$ cat src/rtl/ubds_pkg.sv
package ubds_pkg;

  localparam int unsigned CLOCK_W     = 27;
  localparam int unsigned BAUD_W      = 24;
  localparam int unsigned OSR_FIELD_W = 6;
  localparam int unsigned DIV_FIELD_W = 13;
  localparam int unsigned RATE_W      = 27;

  localparam logic [CLOCK_W-1:0] CLOCK_RESET = CLOCK_W'(24000000);

  typedef enum logic [2:0] {
    S_IDLE,
    S_MUL_M,
    S_DIV_M,
    S_MUL_A,
    S_DIV_A,
    S_ERR,
    S_BEST,
    S_NEXT
  } ubds_state_e;

endpackage

$ cat src/rtl/ubds_req_if.sv
interface ubds_req_if
  import ubds_pkg::*;
();

  logic              valid;
  logic              ready;
  logic [BAUD_W-1:0] target_baud;

  modport source (output valid, output target_baud, input ready);
  modport sink (input valid, input target_baud, output ready);

endinterface

$ cat src/rtl/ubds_rsp_if.sv
interface ubds_rsp_if
  import ubds_pkg::*;
();

  logic                   valid;
  logic                   ready;
  logic                   found;
  logic [OSR_FIELD_W-1:0] best_osr;
  logic [DIV_FIELD_W-1:0] best_divisor;
  logic [RATE_W-1:0]      achieved_baud;
  logic [RATE_W-1:0]      error_hz;

  modport source (
    output valid, output found, output best_osr, output best_divisor,
    output achieved_baud, output error_hz, input ready
  );
  modport sink (
    input valid, input found, input best_osr, input best_divisor,
    input achieved_baud, input error_hz, output ready
  );

endinterface

$ cat src/rtl/ubds_divider.sv
// Restoring divider, one quotient bit per cycle.
module ubds_divider #(
  parameter int unsigned N = 27,
  parameter int unsigned D = 31
) (
  input  logic         clk_i,
  input  logic         rst_ni,
  input  logic         start_i,
  input  logic [N-1:0] dividend_i,
  input  logic [D-1:0] divisor_i,
  output logic         done_o,
  output logic [N-1:0] quotient_o
);

  localparam int unsigned CNT_W = $clog2(N + 1);

  logic [D-1:0]     rem_q, rem_d;
  logic [N-1:0]     quo_q, quo_d;
  logic [D-1:0]     dvs_q, dvs_d;
  logic [CNT_W-1:0] cnt_q, cnt_d;
  logic             busy_q, busy_d;
  logic             done_q, done_d;

  logic [D:0]       rem_shift;
  logic [D:0]       dvs_ext;
  logic [D:0]       rem_sub;
  logic             ge;

  assign rem_shift = {rem_q, quo_q[N-1]};
  assign dvs_ext   = {1'b0, dvs_q};
  assign ge        = (rem_shift >= dvs_ext);
  assign rem_sub   = rem_shift - dvs_ext;

  always_comb begin
    rem_d  = rem_q;
    quo_d  = quo_q;
    dvs_d  = dvs_q;
    cnt_d  = cnt_q;
    busy_d = busy_q;
    done_d = 1'b0;
    if (start_i) begin
      rem_d  = '0;
      quo_d  = dividend_i;
      dvs_d  = divisor_i;
      cnt_d  = '0;
      busy_d = 1'b1;
    end else if (busy_q) begin
      // The remainder stays below the divisor, so the low D bits hold it.
      rem_d = ge ? rem_sub[D-1:0] : rem_shift[D-1:0];
      quo_d = {quo_q[N-2:0], ge};
      cnt_d = cnt_q + 1'b1;
      if (cnt_q == CNT_W'(N - 1)) begin
        busy_d = 1'b0;
        done_d = 1'b1;
      end
    end
  end

  always_ff @(posedge clk_i or negedge rst_ni) begin
    if (!rst_ni) begin
      busy_q <= 1'b0;
      done_q <= 1'b0;
      cnt_q  <= '0;
    end else begin
      busy_q <= busy_d;
      done_q <= done_d;
      cnt_q  <= cnt_d;
    end
  end

  always_ff @(posedge clk_i) begin
    rem_q <= rem_d;
    quo_q <= quo_d;
    dvs_q <= dvs_d;
  end

  assign done_o     = done_q;
  assign quotient_o = quo_q;

endmodule

$ cat src/rtl/uart_baud_divisor_search.sv
// Baud divisor search. For each requested baud rate the block tries every
// oversampling value from OSR_MIN to OSR_MAX, derives divisor =
// clock / (baud * (osr + 1)) and achieved = clock / (divisor * (osr + 1)), and
// returns the candidate with the smallest absolute error, the smaller
// oversampling value winning a tie. Candidates whose divisor is zero or does
// not fit in DIVISOR_BITS are skipped; if none remains, found is low and all
// other fields are zero. Both divisions of a candidate run on one shared
// restoring divider. The request side is not ready while a search runs.
// The user must write the clock frequency through cfg_we_i / cfg_wdata_i
// only while no search is running; the block itself does not enforce this.
module uart_baud_divisor_search
  import ubds_pkg::*;
#(
  parameter int unsigned OSR_MIN      = 4,
  parameter int unsigned OSR_MAX      = 32,
  parameter int unsigned DIVISOR_BITS = 13
) (
  input  logic                clk_i,
  input  logic                rst_ni,
  input  logic                cfg_we_i,
  input  logic [CLOCK_W-1:0]  cfg_wdata_i,
  ubds_req_if.sink            req_i,
  ubds_rsp_if.source          rsp_o
);

  localparam int unsigned OSR_W = $clog2(OSR_MAX + 2);
  localparam int unsigned PROD_W = BAUD_W + OSR_W;

  ubds_state_e state_q, state_d;

  logic [CLOCK_W-1:0]      clock_q;
  logic [BAUD_W-1:0]       target_q;
  logic [OSR_W-1:0]        osr_q, osr_d;
  logic [DIVISOR_BITS-1:0] div_q;
  logic [RATE_W-1:0]       ach_q;
  logic [RATE_W-1:0]       err_q;
  logic                    hit_q;
  logic [OSR_W-1:0]        best_osr_q;
  logic [DIVISOR_BITS-1:0] best_div_q;
  logic [RATE_W-1:0]       best_ach_q;
  logic [RATE_W-1:0]       best_err_q;

  logic                    rsp_valid_q;
  logic                    rsp_found_q;
  logic [OSR_FIELD_W-1:0]  rsp_osr_q;
  logic [DIV_FIELD_W-1:0]  rsp_div_q;
  logic [RATE_W-1:0]       rsp_ach_q;
  logic [RATE_W-1:0]       rsp_err_q;

  logic                    req_hs;
  logic                    div_start;
  logic                    div_done;
  logic [CLOCK_W-1:0]      quotient;
  logic                    quo_usable;
  logic [BAUD_W-1:0]       mul_a;
  logic [OSR_W-1:0]        osr_plus;
  logic [PROD_W-1:0]       product;
  logic [RATE_W-1:0]       target_ext;
  logic                    last_osr;
  logic                    rsp_free;
  logic                    load_rsp;
  logic                    take_best;

  assign req_hs     = req_i.valid && req_i.ready;
  assign osr_plus   = osr_q + 1'b1;
  assign last_osr   = (osr_q == OSR_W'(OSR_MAX));
  assign target_ext = RATE_W'(target_q);
  assign rsp_free   = !rsp_valid_q || rsp_o.ready;

  // One multiplier serves both divisor products; the divider registers it.
  assign mul_a   = (state_q == S_MUL_A) ? BAUD_W'(div_q) : target_q;
  assign product = PROD_W'(mul_a) * PROD_W'(osr_plus);

  // A zero product makes the divider return all ones, which is out of range.
  assign quo_usable = (quotient != '0) &&
                      (quotient[CLOCK_W-1:DIVISOR_BITS] == '0);

  assign take_best = !hit_q || (err_q < best_err_q);

  ubds_divider #(
    .N (CLOCK_W),
    .D (PROD_W)
  ) u_divider (
    .clk_i      (clk_i),
    .rst_ni     (rst_ni),
    .start_i    (div_start),
    .dividend_i (clock_q),
    .divisor_i  (product),
    .done_o     (div_done),
    .quotient_o (quotient)
  );

  always_comb begin
    state_d = state_q;
    osr_d   = osr_q;
    unique case (state_q)
      S_IDLE: begin
        if (req_hs) begin
          state_d = S_MUL_M;
          osr_d   = OSR_W'(OSR_MIN);
        end
      end
      S_MUL_M: state_d = S_DIV_M;
      S_DIV_M: begin
        if (div_done) begin
          state_d = quo_usable ? S_MUL_A : S_NEXT;
        end
      end
      S_MUL_A: state_d = S_DIV_A;
      S_DIV_A: begin
        if (div_done) begin
          state_d = S_ERR;
        end
      end
      S_ERR:  state_d = S_BEST;
      S_BEST: state_d = S_NEXT;
      S_NEXT: begin
        if (!last_osr) begin
          state_d = S_MUL_M;
          osr_d   = osr_plus;
        end else if (rsp_free) begin
          state_d = S_IDLE;
        end
      end
      default: state_d = S_IDLE;
    endcase
  end

  always_comb begin
    req_i.ready = 1'b0;
    div_start   = 1'b0;
    load_rsp    = 1'b0;
    unique case (state_q)
      S_IDLE:  req_i.ready = 1'b1;
      S_MUL_M: div_start = 1'b1;
      S_MUL_A: div_start = 1'b1;
      S_NEXT:  load_rsp = last_osr && rsp_free;
      default: ;
    endcase
  end

  always_ff @(posedge clk_i or negedge rst_ni) begin
    if (!rst_ni) begin
      state_q     <= S_IDLE;
      clock_q     <= CLOCK_RESET;
      rsp_valid_q <= 1'b0;
      hit_q       <= 1'b0;
      osr_q       <= '0;
    end else begin
      state_q <= state_d;
      osr_q   <= osr_d;
      if (cfg_we_i) begin
        clock_q <= cfg_wdata_i;
      end
      if (load_rsp) begin
        rsp_valid_q <= 1'b1;
      end else if (rsp_o.ready) begin
        rsp_valid_q <= 1'b0;
      end
      if (req_hs) begin
        hit_q <= 1'b0;
      end else if (state_q == S_BEST) begin
        hit_q <= 1'b1;
      end
    end
  end

  always_ff @(posedge clk_i) begin
    if (req_hs) begin
      target_q   <= req_i.target_baud;
      best_osr_q <= '0;
      best_div_q <= '0;
      best_ach_q <= '0;
      best_err_q <= '0;
    end
    if (state_q == S_DIV_M && div_done) begin
      div_q <= quotient[DIVISOR_BITS-1:0];
    end
    if (state_q == S_DIV_A && div_done) begin
      ach_q <= RATE_W'(quotient);
    end
    if (state_q == S_ERR) begin
      err_q <= (target_ext >= ach_q) ? (target_ext - ach_q) : (ach_q - target_ext);
    end
    // A later candidate replaces the best one only on a strictly smaller error.
    if (state_q == S_BEST && take_best) begin
      best_osr_q <= osr_q;
      best_div_q <= div_q;
      best_ach_q <= ach_q;
      best_err_q <= err_q;
    end
    if (load_rsp) begin
      rsp_found_q <= hit_q;
      rsp_osr_q   <= OSR_FIELD_W'(best_osr_q);
      rsp_div_q   <= DIV_FIELD_W'(best_div_q);
      rsp_ach_q   <= best_ach_q;
      rsp_err_q   <= best_err_q;
    end
  end

  assign rsp_o.valid         = rsp_valid_q;
  assign rsp_o.found         = rsp_found_q;
  assign rsp_o.best_osr      = rsp_osr_q;
  assign rsp_o.best_divisor  = rsp_div_q;
  assign rsp_o.achieved_baud = rsp_ach_q;
  assign rsp_o.error_hz      = rsp_err_q;

endmodule
$ cat src/flat_wrapper.sv
// flat-port wrapper written by rule: the top's interface ports become plain ports
module uart_baud_divisor_search_flat import ubds_pkg::*;
#(
  parameter int unsigned OSR_MIN      = 4,
  parameter int unsigned OSR_MAX      = 32,
  parameter int unsigned DIVISOR_BITS = 13
)
  (clk_i, rst_ni, cfg_we_i, cfg_wdata_i, req_i_valid, req_i_target_baud, req_i_ready, rsp_o_valid, rsp_o_found, rsp_o_best_osr, rsp_o_best_divisor, rsp_o_achieved_baud, rsp_o_error_hz, rsp_o_ready);
  ubds_req_if req_i_i ();
  ubds_rsp_if rsp_o_i ();
  input  logic clk_i;
  input  logic rst_ni;
  input  logic cfg_we_i;
  input  logic [CLOCK_W-1:0] cfg_wdata_i;
  input wire logic [$bits(req_i_i.valid)-1:0] req_i_valid;
  input wire logic [$bits(req_i_i.target_baud)-1:0] req_i_target_baud;
  output wire logic [$bits(req_i_i.ready)-1:0] req_i_ready;
  output wire logic [$bits(rsp_o_i.valid)-1:0] rsp_o_valid;
  output wire logic [$bits(rsp_o_i.found)-1:0] rsp_o_found;
  output wire logic [$bits(rsp_o_i.best_osr)-1:0] rsp_o_best_osr;
  output wire logic [$bits(rsp_o_i.best_divisor)-1:0] rsp_o_best_divisor;
  output wire logic [$bits(rsp_o_i.achieved_baud)-1:0] rsp_o_achieved_baud;
  output wire logic [$bits(rsp_o_i.error_hz)-1:0] rsp_o_error_hz;
  input wire logic [$bits(rsp_o_i.ready)-1:0] rsp_o_ready;
  assign req_i_i.valid = req_i_valid;
  assign req_i_i.target_baud = req_i_target_baud;
  assign req_i_ready = req_i_i.ready;
  assign rsp_o_valid = rsp_o_i.valid;
  assign rsp_o_found = rsp_o_i.found;
  assign rsp_o_best_osr = rsp_o_i.best_osr;
  assign rsp_o_best_divisor = rsp_o_i.best_divisor;
  assign rsp_o_achieved_baud = rsp_o_i.achieved_baud;
  assign rsp_o_error_hz = rsp_o_i.error_hz;
  assign rsp_o_i.ready = rsp_o_ready;
  uart_baud_divisor_search #(.OSR_MIN(OSR_MIN), .OSR_MAX(OSR_MAX), .DIVISOR_BITS(DIVISOR_BITS)) u_core (.clk_i(clk_i), .rst_ni(rst_ni), .cfg_we_i(cfg_we_i), .cfg_wdata_i(cfg_wdata_i), .req_i(req_i_i), .rsp_o(rsp_o_i));
endmodule
$ cat config.mk
export PLATFORM = sky130hd
export DESIGN_NAME = uart_baud_divisor_search_flat
export DESIGN_NICKNAME = d
export VERILOG_FILES = /design/src/rtl/ubds_pkg.sv /design/src/rtl/ubds_req_if.sv /design/src/rtl/ubds_rsp_if.sv /design/src/rtl/ubds_divider.sv /design/src/rtl/uart_baud_divisor_search.sv /design/src/flat_wrapper.sv
export SDC_FILE = /design/constraint.sdc
export NUM_CORES = 1
export LEC_CHECK = 0
export BUFFER_PORTS_ARGS = -buffer_cell sky130_fd_sc_hd__buf_2
export CAP_MARGIN = 20
export CORE_UTILIZATION = 30
export DETAILED_ROUTE_END_ITERATION = 7
export MAX_ROUTING_LAYER = met4
export PLACE_DENSITY_LB_ADDON = 0.12
export SLEW_MARGIN = 10
export SYNTH_ARGS = -nofsm -noshare
export SYNTH_HDL_FRONTEND = slang
export SYNTH_SLANG_ARGS = --single-unit
$ cat constraint.sdc
create_clock -name clk_i -period 6.62 [get_ports clk_i]
set_input_delay 0.662 -clock clk_i [delete_from_list [all_inputs] [get_ports clk_i]]
set_output_delay 0.662 -clock clk_i [all_outputs]
set_load 0.1 [all_outputs]
# Yosys cells after proc, flatten, opt, wreduce, memory -nomap -nowiden
# Index checks and enable logic that the tools add are counted.
[classes]
shift = 0
bitwise = 0
order_cmp = 3
n_div = 0
n_mux = 37
add_sub_neg = 5
eq_ne = 14
n_reduce_logical = 21
n_mul = 1
[op_table]
columns = ["cell", "n"]
rows = [
  ["two-way mux 27 bit", 6],
  ["greater-or-equal comparator 31 x 30 -> 1 bit", 1],
  ["multiplier 24 x 6 -> 30 bit", 1],
  ["two-way mux 30 bit", 1],
  ["subtractor 30 bit", 1],
  ["greater-or-equal comparator 24 x 27 -> 1 bit", 1],
  ["less-than comparator 27 bit", 1],
  ["nonzero test 27 bit", 1],
  ["subtractor 24 x 27 -> 27 bit", 1],
  ["subtractor 27 x 24 -> 27 bit", 1],
  ["two-way mux 13 bit", 2],
  ["two-way mux 24 bit", 1],
  ["two-way mux 6 bit", 4],
  ["one-hot mux 3 bit (8 select lines)", 1],
  ["two-way mux 3 bit", 6],
  ["logical NOT 14 bit", 1],
  ["two-way mux 1 bit", 13],
  ["== test 3 bit, second input constant", 4],
  ["one-hot mux 6 bit (2 select lines)", 1],
  ["two-way mux 5 bit", 2],
  ["nonzero test 2 bit", 5],
  ["adder 6 x 1 -> 6 bit, second input constant", 1],
  ["== test 3 x 2 -> 1 bit, second input constant", 2],
  ["== test 6 bit, second input constant", 1],
  ["other kinds (13)", 22],
]
[totals]
rom_bits = 0
reg_bits = 370
latchBits = 0
memories = 0
elab_cells = 105
mem_bits_rw = 0
input_bits = 56

# Logic depth before layout (Yosys ltp)
# Gate-level depths: netlist (run 1).
[depth]
word_depth = 5
ltp_mapped = 23

# Modules after synthesis
# From an unflattened synthesis (run 1), not the netlist that was laid out.
[unflattened]
hier_cells = 2217
hier_area_um2 = 23207.3
[by_module_without_submodules]
columns = ["module", "instances", "area_per_inst_um2", "seq_area_each_um2", "cells_each"]
rows = [
  ["uart_baud_divisor_search", 1, 17563.1, 8110.3, 1637],
  ["ubds_divider", 1, 5644.2, 2487.4, 580],
]

# Worst setup path after synthesis (run 1)
# Ideal clock, no wire load.
[synth_path]
path_type = "register to register"
from = "register u_core.state_q[0]"
to = "register u_core.u_divider.dvs_q[26], data pin"
synth_period_minus_slack_ns = 5.769
stages_incl_launch_ff = 23
setup_time_ns = 0.159
setup_slack_ns = 0.851
arrival_time_ns = 5.611
required_time_ns = 6.461
path_cell_list = "dfrtp_1 > clkbuf_1 > nand2b_1 > inv_1 > nand2_1 > clkbuf_1 > mux2i_1 > nor2_1 > fa_1 > fa_1 > inv_1 > fa_1 > inv_1 > ha_1 > a21o_1 > a21o_1 > a21oi_1 > nor3b_1 > a211oi_1 > o21a_1 > o221ai_1 > or4b_1 > o211ai_1"
[synth_between]
elab_chain_cells = 3
[synth_lines]
columns = ["item", "line", "text"]
rows = [
  ["start, declared", "uart_baud_divisor_search.sv:29", "ubds_state_e state_q, state_d;"],
  ["start signal, assigned", "uart_baud_divisor_search.sv:150", "state_q <= state_d;"],
  ["== test 3 x 2 -> 1 bit", "uart_baud_divisor_search.sv:71", "assign mul_a = (state_q == S_MUL_A) ? BAUD_W'(div_q) : target_q;"],
  ["two-way mux 24 bit", "uart_baud_divisor_search.sv:71", ""],
  ["multiplier 24 x 6 -> 30 bit", "uart_baud_divisor_search.sv:72", "assign product = PROD_W'(mul_a) * PROD_W'(osr_plus);"],
  ["named net u_core.product[26]", "uart_baud_divisor_search.sv:57", "logic [PROD_W-1:0] product;"],
  ["end signal, assigned", "ubds_divider.sv:74", "dvs_q <= dvs_d;"],
  ["end, declared", "ubds_divider.sv:19", "logic [D-1:0] dvs_q, dvs_d;"],
]
# The timed path passes the listed nets, and every way through them passes these cells.
# A chain may end at the register's enable or synchronous reset.

# Worst setup path in the final report (run 1)
# Same ends and word-level chain as after synthesis.

==> out/qor.csv, run 1 <==
stage,metric,value,unit
run_status,status,"finished, final reports clean",
clock_network,PostCTS Resize Cnt,0,
cells_and_area,share of cells above drive strength 1,13.39,%
place,dpl ws,0.6932,ns
routing,Detailed Routing Iterations Pass 1,5,
cells_and_area,antenna diode count,0,
min_path,Hold Crit Class,in2async,
critical_path,CP Launch Type,flip-flop,
global_routing,initial antenna violation count,0,
yosys,Avg Inst Size Synth,10.62,sq um
yosys,Yosys warnings,0,
sta,Slew Limit Fails,0,
yosys,count of unique library cells instantiated by Yosys,78,
floorplan,core box area,73450,sq um
place,post-DP HPWL,44.15,mm
sta,FMAX,165.5,MHz
yosys,post-synth net total,2403,
power,Static Leak,0.01114,uW
place,area post-placement,24230,sq um
critical_path,Critical Path End Type,flip-flop,
clock_network,Worst-Skew Late Latency,0.60,ns
clock_network,Max Root-Sink Buffers,3,
critical_path,critical path buffer and inverter count,4,
floorplan,die height,275.2,microns
cells_and_area,Final Net Count,2532,
critical_path,CP Max Fanout,14,
yosys,Synth area leader,edfxtp_1,
global_routing,global-route wire length before repair,92.37,mm
place,dpl cells,3148,
routing,DR WL/cell,18.05,microns
clock_network,clock buffer count from CTS,47,
job,Max-Cap Viols,0,
global_routing,largest net degree at the start of global routing,59,
yosys,"Seq/Total Area, Yosys",47.32,%
place,gpl congestion,0.8692,
place,Buffers on Ports,131,
clock_network,clk slew on worst S/H paths,0.06,ns
floorplan,initial core utilization,30.49,%
critical_path,"Critical Path, Cell by Cell",nand2b_2 > inv_2 > nand2_1 > buf_4 > mux2i_1 > nor2_1 > fa_1 > fa_1 > inv_1 > fa_1 > inv_1 > ha_1 > a21o_1 > a21o_1 > a21oi_1 > nor3b_1 > a211oi_1 > o21a_1 > o221ai_1 > or4b_1 > o211ai_1,
cells_and_area,layout filler cell count,7396,
global_routing,vias in the first global route,16260,
global_routing,GRT Util Overall,16.20,%
clock_network,CTS Hold Bufs,0,
sta,Final Hold Viols,0,
critical_path,cell family with most CP delay,adder cells,
yosys,Syn Std Cell Area,22400,sq um
cells_and_area,Synth-to-Final Area Change,15.21,%
cells_and_area,fin area,25800,sq um
yosys,Synth area leaders,"edfxtp_1 (40%), fa_1 (8.2%), ha_1 (8.2%)",
power,Peak supply drop,0.0003020,V
power,Cell Pwr Density,580.1,nW/um^2
critical_path,slowest cell on the critical path,fa_1,
clock_network,Post-CTS Setup Inserts,0,
critical_path,crit path DAT,6.46,ns
clock_network,H-Tree Depth,2,
sta,RSZ-0062 raised after global routing,no,
critical_path,Worst EP required,7.04,ns
routing,vias after detailed routing,15340,
cells_and_area,Final Instance Count excl. Fillers,3236,
critical_path,cell mode on critical path,fa_1,
cells_and_area,Reg area,10600,sq um
critical_path,"slowest stage delay, CP",0.57,ns
clock_network,Root Driver,clkbuf_16,
yosys,Async SR Flop Fraction,12.16,%
global_routing,global route overflow,0,
clock_network,CTS Sinks,370,
sta,Final WS setup,0.5785,ns
sta,Final Cycle Share,91.26,%
yosys,post-synth top area share,39.55,%
yosys,Post-synth top flop,edfxtp_1,
sta,Worst slew margin,42.44,%
yosys,synthesized instance count,2109,
routing,DR DRC count,0,
cells_and_area,area occupied by multi-input gates,10610,sq um
yosys,Post-synth EDFFs,295,
yosys,#FFs+latches synth,370,
sta,Setup Viol. Count Final,0,
critical_path,Crit Path Class,reg2reg,
floorplan,die area,75760,sq um
routing,First DRT Iteration DRCs,741,
sta,min cycle time layout,6.042,ns
sta,Slew @ Worst Pin,0.8634,ns
floorplan,Rows,99,
cells_and_area,"Core Util, Final",35.13,%
routing,routed vias/inst,4.739,
sta,Final Skew,0.02704,ns
sta,setup TNS,0,ns
floorplan,chip width,275.2,microns
routing,Final ANT Viol Nets,0,
routing,drt total wl,58.42,mm
clock_network,CTS tree,done,
floorplan,IO Pins,132,
==> logic make-up after synthesis <==
logic type               count (synthesis)  share of synthesized area, %
AO/OA/AOI/OAI                          407                         11.54
XOR/XNOR                                79                         3.089
adder cells (fa/ha/maj)                238                         16.38
buffers and inverters                  327                         5.609
flip-flops                             370                         47.32
multiplexers                            61                         2.910
AND/OR/NAND/NOR                        627                         13.16
==> synthesized netlist by cell type (30+ instances only) <==
| cell type | n |
|---|---|
| xnor2_1 | 49 |
| ha_1 | 146 |
| o21ai_0 | 76 |
| clkbuf_1 | 59 |
| xor2_1 | 30 |
| dfrtp_1 | 35 |
| a21oi_1 | 143 |
| edfxtp_1 | 295 |
| nor2_1 | 229 |
| dfxtp_1 | 30 |
| mux2i_1 | 31 |
| nand2_1 | 164 |
| inv_1 | 244 |
| nor2b_1 | 68 |
| a21o_1 | 51 |
| fa_1 | 92 |
==> placed cells by master (no fill, tap or decap), types with 31 or more instances in the layout <==
master       n
a21o_1      51
a21oi_1    143
buf_2      131
buf_4       31
clkbuf_16   48
dfrtp_1     35
edfxtp_1   295
fa_1        92
ha_1       146
inv_1      243
mux2i_1     31
nand2_1    163
nor2_1     228
nor2b_1     68
o21ai_0     76
xnor2_1     48
==> layout make-up <==
| class | count | area share, % |
|---|---|---|
| Multi-Input combinational cell | 1412 | 41.11 |
| Inverter | 244 | 3.549 |
| Sequential cell | 370 | 41.07 |
| Clock inverter | 34 | 1.358 |
| Tap cell | 959 | 4.650 |
| Timing Repair Buffer | 163 | 3.520 |
| Clock buffer | 54 | 4.742 |
==> power breakdown <==
| part | switching (uW) | internal [uW] | total (uW) |
|---|---|---|---|
| clock | 1070 | 1540 | 2610 |
| sequential | 419 | 3780 | 4200 |
| combinational | 4940 | 3230 | 8160 |
==> routing by layer <==
layer / GRT usage [%] / vias up / wire length, microns
met1: 20.62 / 7467 / 27030
li1: - / 7540 / -
met2: 26.54 / 229 / 27960
met3: 2.053 / 101 / 1573
met4: 5.481 / 0 / 1860
met5: - / - / 0
==> registers in the layout (all words and copies together), names as in the netlist, 13 cells and up <==
register and flops:
u_core.div_q 13, u_core.u_divider.rem_q 30, u_core.rsp_o.error_hz 27, u_core.best_ach_q 27
u_core.u_divider.dvs_q 30, u_core.rsp_o.best_divisor 13, u_core.best_div_q 13, u_core.err_q 27
u_core.target_q 24, u_core.rsp_o.achieved_baud 27, u_core.ach_q 27, u_core.best_err_q 27
u_core.u_divider.quotient_o 27, u_core.clock_q 27
==> through the flow <==
step           hold slack [ns]  power, uW
2_1_floorplan           0.3664      10280
3_3_place_gp            0.4029      12420
3_5_place_dp            0.4057      12340
4_1_cts                 0.1973      15180
5_1_grt                 0.2144      16460
6_report                0.1972      14970
==> worst paths after layout <==
| path | from | end | slack, ns | cells past startpoint |
|---|---|---|---|---|
| worst max-delay path | u_core.state_q[0] | u_core.u_divider.dvs_q[26] | 0.58 | 21 |
| worst min-delay path | rst_ni | u_core.osr_q[5] | 0.20 | 2 |
| worst max register to register | u_core.state_q[0] | u_core.u_divider.dvs_q[26] | 0.58 | 21 |
| worst min register to register | u_core.best_osr_q[3] | u_core.rsp_o.best_osr[3] | 0.42 | 0 |
| max in group asynchronous | rst_ni | u_core.clock_q[5] | 5.92 | 2 |
| min in group clk_i | req_i_target_baud[22] | u_core.target_q[22] | 0.24 | 1 |
(Power assumes the default switching activity.)
==> inputs of run 2 (changes only) <==
Settings changed: SYNTH_HIERARCHICAL from default to 1.
==> run 2 against run 1 <==
Clock skew rose by 0.025 ns. Cell area rose by 3.3%. Global-route usage rose by 1.1 points. Critical path depth fell by 4. Fmax fell by 2.3%. Core utilization fell by 0.16 points. Via count rose by 8.8%. Critical path type unchanged.
==> out/qor.csv, run 2 <==
stage,metric,value,unit,change
run_status,status,"finished, final reports clean",,
routing,routed vias/inst,4.913,,+3.7%
global_routing,global route overflow,0,,unchanged
routing,Detailed Routing Iterations Pass 1,5,,unchanged
critical_path,Setup crit start,u_core/osr_q[1],,
cells_and_area,"Core Util, Final",34.96,%,-0.16 points
place,gpl congestion,0.8839,,+1.7%
yosys,Synth area leaders,"edfxtp_1 (38%), fa_1 (7.9%), ha_1 (7.9%)",,
sta,RSZ-0062 raised after global routing,no,,
yosys,post-synth net total,2512,,+4.5%
cells_and_area,Final Net Count,2626,,+3.7%
yosys,Yosys warnings,6,,+6
yosys,Syn Std Cell Area,23210,sq um,+3.6%
yosys,post-synth top area share,38.17,%,-1.4 points
routing,First DRT Iteration DRCs,1249,,+69%
cells_and_area,Final Instance Count excl. Fillers,3398,,+5.0%
sta,Final Skew,0.05175,ns,+0.02471 ns
clock_network,Max Root-Sink Buffers,3,,unchanged
global_routing,global-route wire length before repair,101.9,mm,+10%
place,Buffers on Ports,131,,unchanged
yosys,Commonest cells post-synth,"edfxtp_1 (295), inv_1 (259), nand2_1 (196), nor2_1 (196), a21oi_1 (191)",,
yosys,Async SR Flop Fraction,12.16,%,unchanged
critical_path,CP Max Fanout,11,,-3
cells_and_area,most frequent cells in the layout,"edfxtp_1 (295), inv_1 (259), nand2_1 (196)",,
floorplan,initial core utilization,30.45,%,-0.037 points
critical_path,"Critical Path, Cell by Cell",ha_1 > xnor2_1 > nor2_1 > fa_1 > inv_1 > fa_1 > fa_1 > inv_1 > ha_1 > a211oi_1 > o21ai_0 > a31oi_1 > o21ai_0 > a221o_1 > a221oi_2 > o21ai_0 > xor2_1,,
yosys,Post-synth top flop,edfxtp_1,,
clock_network,clock buffer count from CTS,46,,-2.1%
global_routing,vias in the first global route,16880,,+3.8%
floorplan,core box area,76200,sq um,+3.7%
yosys,#FFs+latches synth,370,,unchanged
yosys,"Seq/Total Area, Yosys",45.67,%,-1.7 points
critical_path,CP Launch Type,flip-flop,,
floorplan,die area,78470,sq um,+3.6%
floorplan,die height,280.1,microns,+1.8%
sta,Slew @ Worst Pin,1.030,ns,+0.1669 ns
cells_and_area,Top Registers,"u_core/u_divider/dvs_q (30), u_core/u_divider/rem_q (30)",,
clock_network,Post-CTS Setup Inserts,0,,unchanged
critical_path,"slowest stage delay, CP",0.82,ns,+0.25 ns
global_routing,initial antenna violation count,2,,+2
floorplan,chip width,280.1,microns,+1.8%
critical_path,Critical Path End Type,flip-flop,,
clock_network,Worst-Skew Late Latency,0.62,ns,+0.02 ns
clock_network,Root Driver,clkbuf_16,,
routing,met1 wire length,31.64,mm,+17%
sta,Setup Viol. Count Final,0,,unchanged
clock_network,H-Tree Depth,2,,unchanged
routing,WL met2,29.32,mm,+4.9%
clock_network,CTS Sinks,370,,unchanged
yosys,Synth area leader,edfxtp_1,,
clock_network,CTS tree,done,,
routing,DR top layer,met4,,
sta,min cycle time layout,6.182,ns,+0.1406 ns
global_routing,largest net degree at the start of global routing,74,,+25%
routing,Final ANT Viol Nets,0,,unchanged
yosys,"count leader, synth",edfxtp_1,,
yosys,Post-synth EDFFs,295,,unchanged
clock_network,clk slew on worst S/H paths,0.06,ns,about the same
floorplan,Rows,101,,+2.0%
clock_network,CTS Hold Bufs,0,,unchanged
critical_path,worst r2r src,u_core/osr_q[1],,
critical_path,slowest cell on the critical path,xnor2_1,,
cells_and_area,share of cells above drive strength 1,14.99,%,+1.6 points
min_path,Hold Crit Class,in2async,,
routing,drt total wl,65.48,mm,+12%
yosys,synthesized instance count,2217,,+5.1%
yosys,count of unique library cells instantiated by Yosys,77,,-1.3%
critical_path,crit path DAT,6.54,ns,+0.08 ns
critical_path,Crit Path Class,reg2reg,,
place,dpl cells,3313,,+5.2%
sta,Final Hold Viols,0,,unchanged
place,post-DP HPWL,50.28,mm,+14%
sta,FMAX,161.8,MHz,-2.3%
yosys,Avg Inst Size Synth,10.47,sq um,-1.4%
clock_network,PostCTS Resize Cnt,0,,unchanged
floorplan,IO Pins,132,,unchanged
sta,setup TNS,0,ns,unchanged
routing,vias after detailed routing,16690,,+8.8%
routing,DR WL/cell,19.27,microns,+6.7%
critical_path,Worst EP required,6.98,ns,-0.06 ns
sta,Worst slew margin,30.82,%,-12 points
cells_and_area,antenna diode count,0,,unchanged
sta,Slew Limit Fails,0,,unchanged
routing,DR DRC count,0,,unchanged
global_routing,GRT Util Overall,17.32,%,+1.1 points
routing,WL met3,3.463,mm,+120%
sta,Final Cycle Share,93.39,%,+2.1 points
job,Max-Cap Viols,0,,unchanged
cells_and_area,Synth-to-Final Area Change,14.81,%,
cells_and_area,"most common cell after layout, fill and taps aside",edfxtp_1,,
[run 2: path summary, 6_finish.rpt]
path	slack, ns	cells past startpoint	to
max in group asynchronous	6.01	2	u_core/u_divider/busy_q
hold / removal	0.16	2	u_core/clock_q[15]
min in group clk_i	0.23	1	u_core/target_q[23]
setup / recovery	0.44	17	u_core/u_divider/dvs_q[24]
hold reg to reg	0.42	0	u_core/rsp_o.best_divisor[7]
setup reg to reg	0.44	17	u_core/u_divider/dvs_q[24]
[run 2: metrics by stage]
step / cell area, sq um / setup WS, ns / hold slack (ns)
floorplan: 23220 / 0.1176 / 0.3664
global placement: 25060 / 0.6495 / 0.4033
detailed placement: 25060 / 0.4662 / 0.4070
CTS: 26640 / 0.4489 / 0.1456
global route: 26640 / 0.05772 / 0.2018
finish: 26640 / 0.4379 / 0.1565
[run 2: worst max-delay path: cells and delay by family, from the launching register on]
kind	cells	cell delay, ns
fa+ha+maj	5	2.10
xor+xnor	2	0.98
simple gates	1	0.18
flops	1	0.44
compound gates	7	2.15
buf+inv	2	0.09
[run 2: cells by family (layout without fill, tap and decap cells)]
group / Yosys count / count (layout) / share of synthesized area [%]
buffers and inverters: 364 / 515 / 6.162
muxes: 78 / 78 / 3.661
AOI/OAI and AO/OA: 490 / 490 / 13.99
xor gates and xnor gates: 75 / 75 / 2.830
adders and majority gates: 239 / 239 / 15.86
DFF: 370 / 370 / 45.67
and+or+nand+nor: 601 / 601 / 11.83
[run 2: layer usage]
layer | global-route usage (%) | vias to the layer above
li1 | - | 8011
met1 | 24.49 | 8240
met2 | 25.95 | 370
met3 | 2.939 | 73
met4 | 3.517 | 0
met5 | - | -
[run 2: layout make-up]
class | instances | area, sq um
Sequential cell | 370 | 10600
Fill cell | 7730 | 49560
Multi-Input combinational cell | 1483 | 11250
Clock buffer | 56 | 1229
Clock inverter | 29 | 352.8
Timing Repair Buffer | 171 | 955.9
Tap cell | 1030 | 1289
Inverter | 259 | 972.2
Power of run 2 is left out: the tool's default activity adds up to more than one toggle a clock period on the data nets, which glitch-free logic cannot reach.
==> inputs of run 3 (changes only) <==
Clock period 6.62 ns to 5.7 ns, I/O delays scaled along.
==> run 3 against run 2 <==
Sequential cell count is the same. Core utilization increased by 0.35 points. Clock skew shrank 0.0066 ns. First-iteration DRC count is 14% lower. Routed wire length is 1.6% higher. Largest cell class unchanged.
==> out/qor.csv, run 3 (same netlist as run 2, synthesis figures left out) <==
stage,metric,value,unit,change
run_status,status,"finished, final reports clean",,
clock_network,Worst-Skew Late Latency,0.62,ns,about the same
cells_and_area,Top Registers,"u_core/u_divider/dvs_q (30), u_core/u_divider/rem_q (30)",,
job,Max-Cap Viols,0,,unchanged
sta,Final Hold Viols,0,,unchanged
floorplan,Rows,101,,unchanged
place,area post-placement,25310,sq um,+1.0%
floorplan,die height,280.1,microns,unchanged
routing,Detailed Routing Iterations Pass 1,5,,unchanged
sta,Worst slew margin,38.57,%,+7.8 points
clock_network,CTS Hold Bufs,0,,unchanged
critical_path,CP Max Fanout,25,,+14
sta,Final Skew,0.04513,ns,-0.006621 ns
clock_network,clock buffer count from CTS,45,,-2.2%
sta,FMAX,184.9,MHz,+14%
routing,DR WL/cell,19.53,microns,+1.4%
global_routing,global route overflow,0,,unchanged
cells_and_area,"Core Util, Final",35.32,%,+0.35 points
routing,routed vias/inst,4.889,,-0.49%
cells_and_area,Synth-to-Final Area Change,15.97,%,
floorplan,core box area,76200,sq um,unchanged
sta,Final Cycle Share,94.89,%,+1.5 points
routing,WL met3,3.781,mm,+9.2%
sta,setup TNS,0,ns,unchanged
sta,Slew Limit Fails,0,,unchanged
routing,vias after detailed routing,16650,,-0.26%
routing,drt total wl,66.53,mm,+1.6%
global_routing,largest net degree at the start of global routing,74,,unchanged
critical_path,Crit Path Class,reg2reg,,
routing,Final ANT Viol Nets,0,,unchanged
routing,met1 wire length,32.32,mm,+2.2%
critical_path,R2R Setup Slk,0.29,ns,-0.15 ns
routing,First DRT Iteration DRCs,1071,,-14%
sta,Slew @ Worst Pin,0.9201,ns,-0.1103 ns
sta,min cycle time layout,5.409,ns,-0.7734 ns
clock_network,Max Root-Sink Buffers,3,,unchanged
cells_and_area,layout filler cell count,7699,,-0.40%
cells_and_area,share of cells above drive strength 1,15.96,%,+0.97 points
clock_network,H-Tree Depth,2,,unchanged
place,gpl congestion,0.8894,,+0.62%
global_routing,initial antenna violation count,3,,+1
global_routing,global-route wire length before repair,102.5,mm,+0.62%
cells_and_area,most frequent cells in the layout,"edfxtp_1 (295), inv_1 (259), nand2_1 (195)",,
global_routing,GRT Util Overall,17.52,%,+0.20 points
place,post-DP HPWL,50.92,mm,+1.3%
cells_and_area,fin area,26910,sq um,+1.0%
critical_path,CP Launch Type,flip-flop,,
routing,DR top layer,met4,,
floorplan,IO Pins,132,,unchanged
clock_network,clk slew on worst S/H paths,0.06,ns,about the same
floorplan,initial core utilization,30.45,%,unchanged
critical_path,crit path DAT,5.74,ns,-0.80 ns
sta,Setup Viol. Count Final,0,,unchanged
floorplan,die area,78470,sq um,unchanged
sta,RSZ-0062 raised after global routing,no,,
clock_network,CTS Sinks,370,,unchanged
critical_path,Critical Path End Type,flip-flop,,
global_routing,vias in the first global route,16900,,+0.14%
min_path,Hold Crit Class,in2async,,
cells_and_area,"most common cell after layout, fill and taps aside",edfxtp_1,,
routing,DR DRC count,0,,unchanged
floorplan,chip width,280.1,microns,unchanged
cells_and_area,Final Net Count,2633,,+0.27%
routing,WL met2,29.37,mm,+0.15%
place,Buffers on Ports,131,,unchanged
clock_network,Root Driver,clkbuf_16,,
critical_path,Worst EP required,6.03,ns,-0.95 ns
clock_network,CTS tree,done,,
[run 3: cell count changes in the layout (fill, tap and decap cells not counted), sizes merged]
cell	change
clkinvlp	+1
inv	+1
diode	+1
clkbuf	+1
buf	+8
clkinv	-4
[run 3: path summary, 6_finish.rpt]
check / from / endpoint / depth (start not counted)
min reg2reg: u_core/best_ach_q[0] / u_core/rsp_o.achieved_baud[0] / 0
min: rst_ni / u_core/clock_q[2] / 2
min in group clk_i: req_i_target_baud[2] / u_core/target_q[2] / 1
max: u_core/osr_q[1] / u_core/u_divider/dvs_q[28] / 18
max in group asynchronous: rst_ni / u_core/osr_q[1] / 2
max reg2reg: u_core/osr_q[1] / u_core/u_divider/dvs_q[28] / 18
[run 3: critical path, cell delays in order (launching register included)]
cell      delay (ns)
dfrtp_2         0.42
ha_2            0.25
nand3_1         0.14
xor2_2          0.19
buf_12          0.17
or2_2           0.31
fa_1            0.50
fa_1            0.52
fa_1            0.55
inv_1           0.06
ha_4            0.17
a211oi_2        0.25
o21ai_0         0.16
a31oi_1         0.28
o21ai_1         0.17
a221o_1         0.40
a221oi_4        0.32
a31oi_1         0.14
xor2_1          0.15
[run 3: what timing repair did]
item,CTS,global route
resized for setup,0,8
buffers inserted,0,0
setup endpoints to repair,0,6
[run 3: layout make-up]
| cell class | instances | area (sq um) | area share [%] |
|---|---|---|---|
| sequential | 370 | 10600 | 39.39 |
| timing repair buffer | 179 | 1095 | 4.068 |
| tap | 1030 | 1289 | 4.788 |
| multi-input combinational | 1483 | 11390 | 42.33 |
| inverter | 259 | 972.2 | 3.612 |
| clock buffer | 57 | 1211 | 4.500 |
| antenna | 1 | 2.502 | 0.009298 |
| clock inverter | 27 | 351.6 | 1.306 |
[run 3: metrics by stage]
step	worst slack, ns	hold slack, ns	std cells
2_1_floorplan	0.002474	0.2744	2217
3_3_place_gp	0.1988	0.4017	3321
3_5_place_dp	0.1860	0.4052	3321
4_1_cts	0.1227	0.07755	3405
5_1_grt	0.01008	0.09541	3406
6_report	0.2912	0.08979	3406
[run 3: per-layer routing]
layer / GRT usage [%] / up-vias
met1: 24.48 / 8206
met3: 3.539 / 72
met2: 26.21 / 350
met4: 3.517 / 0
met5: - / -
li1: - / 8023
Power of run 3 is left out for the same reason.
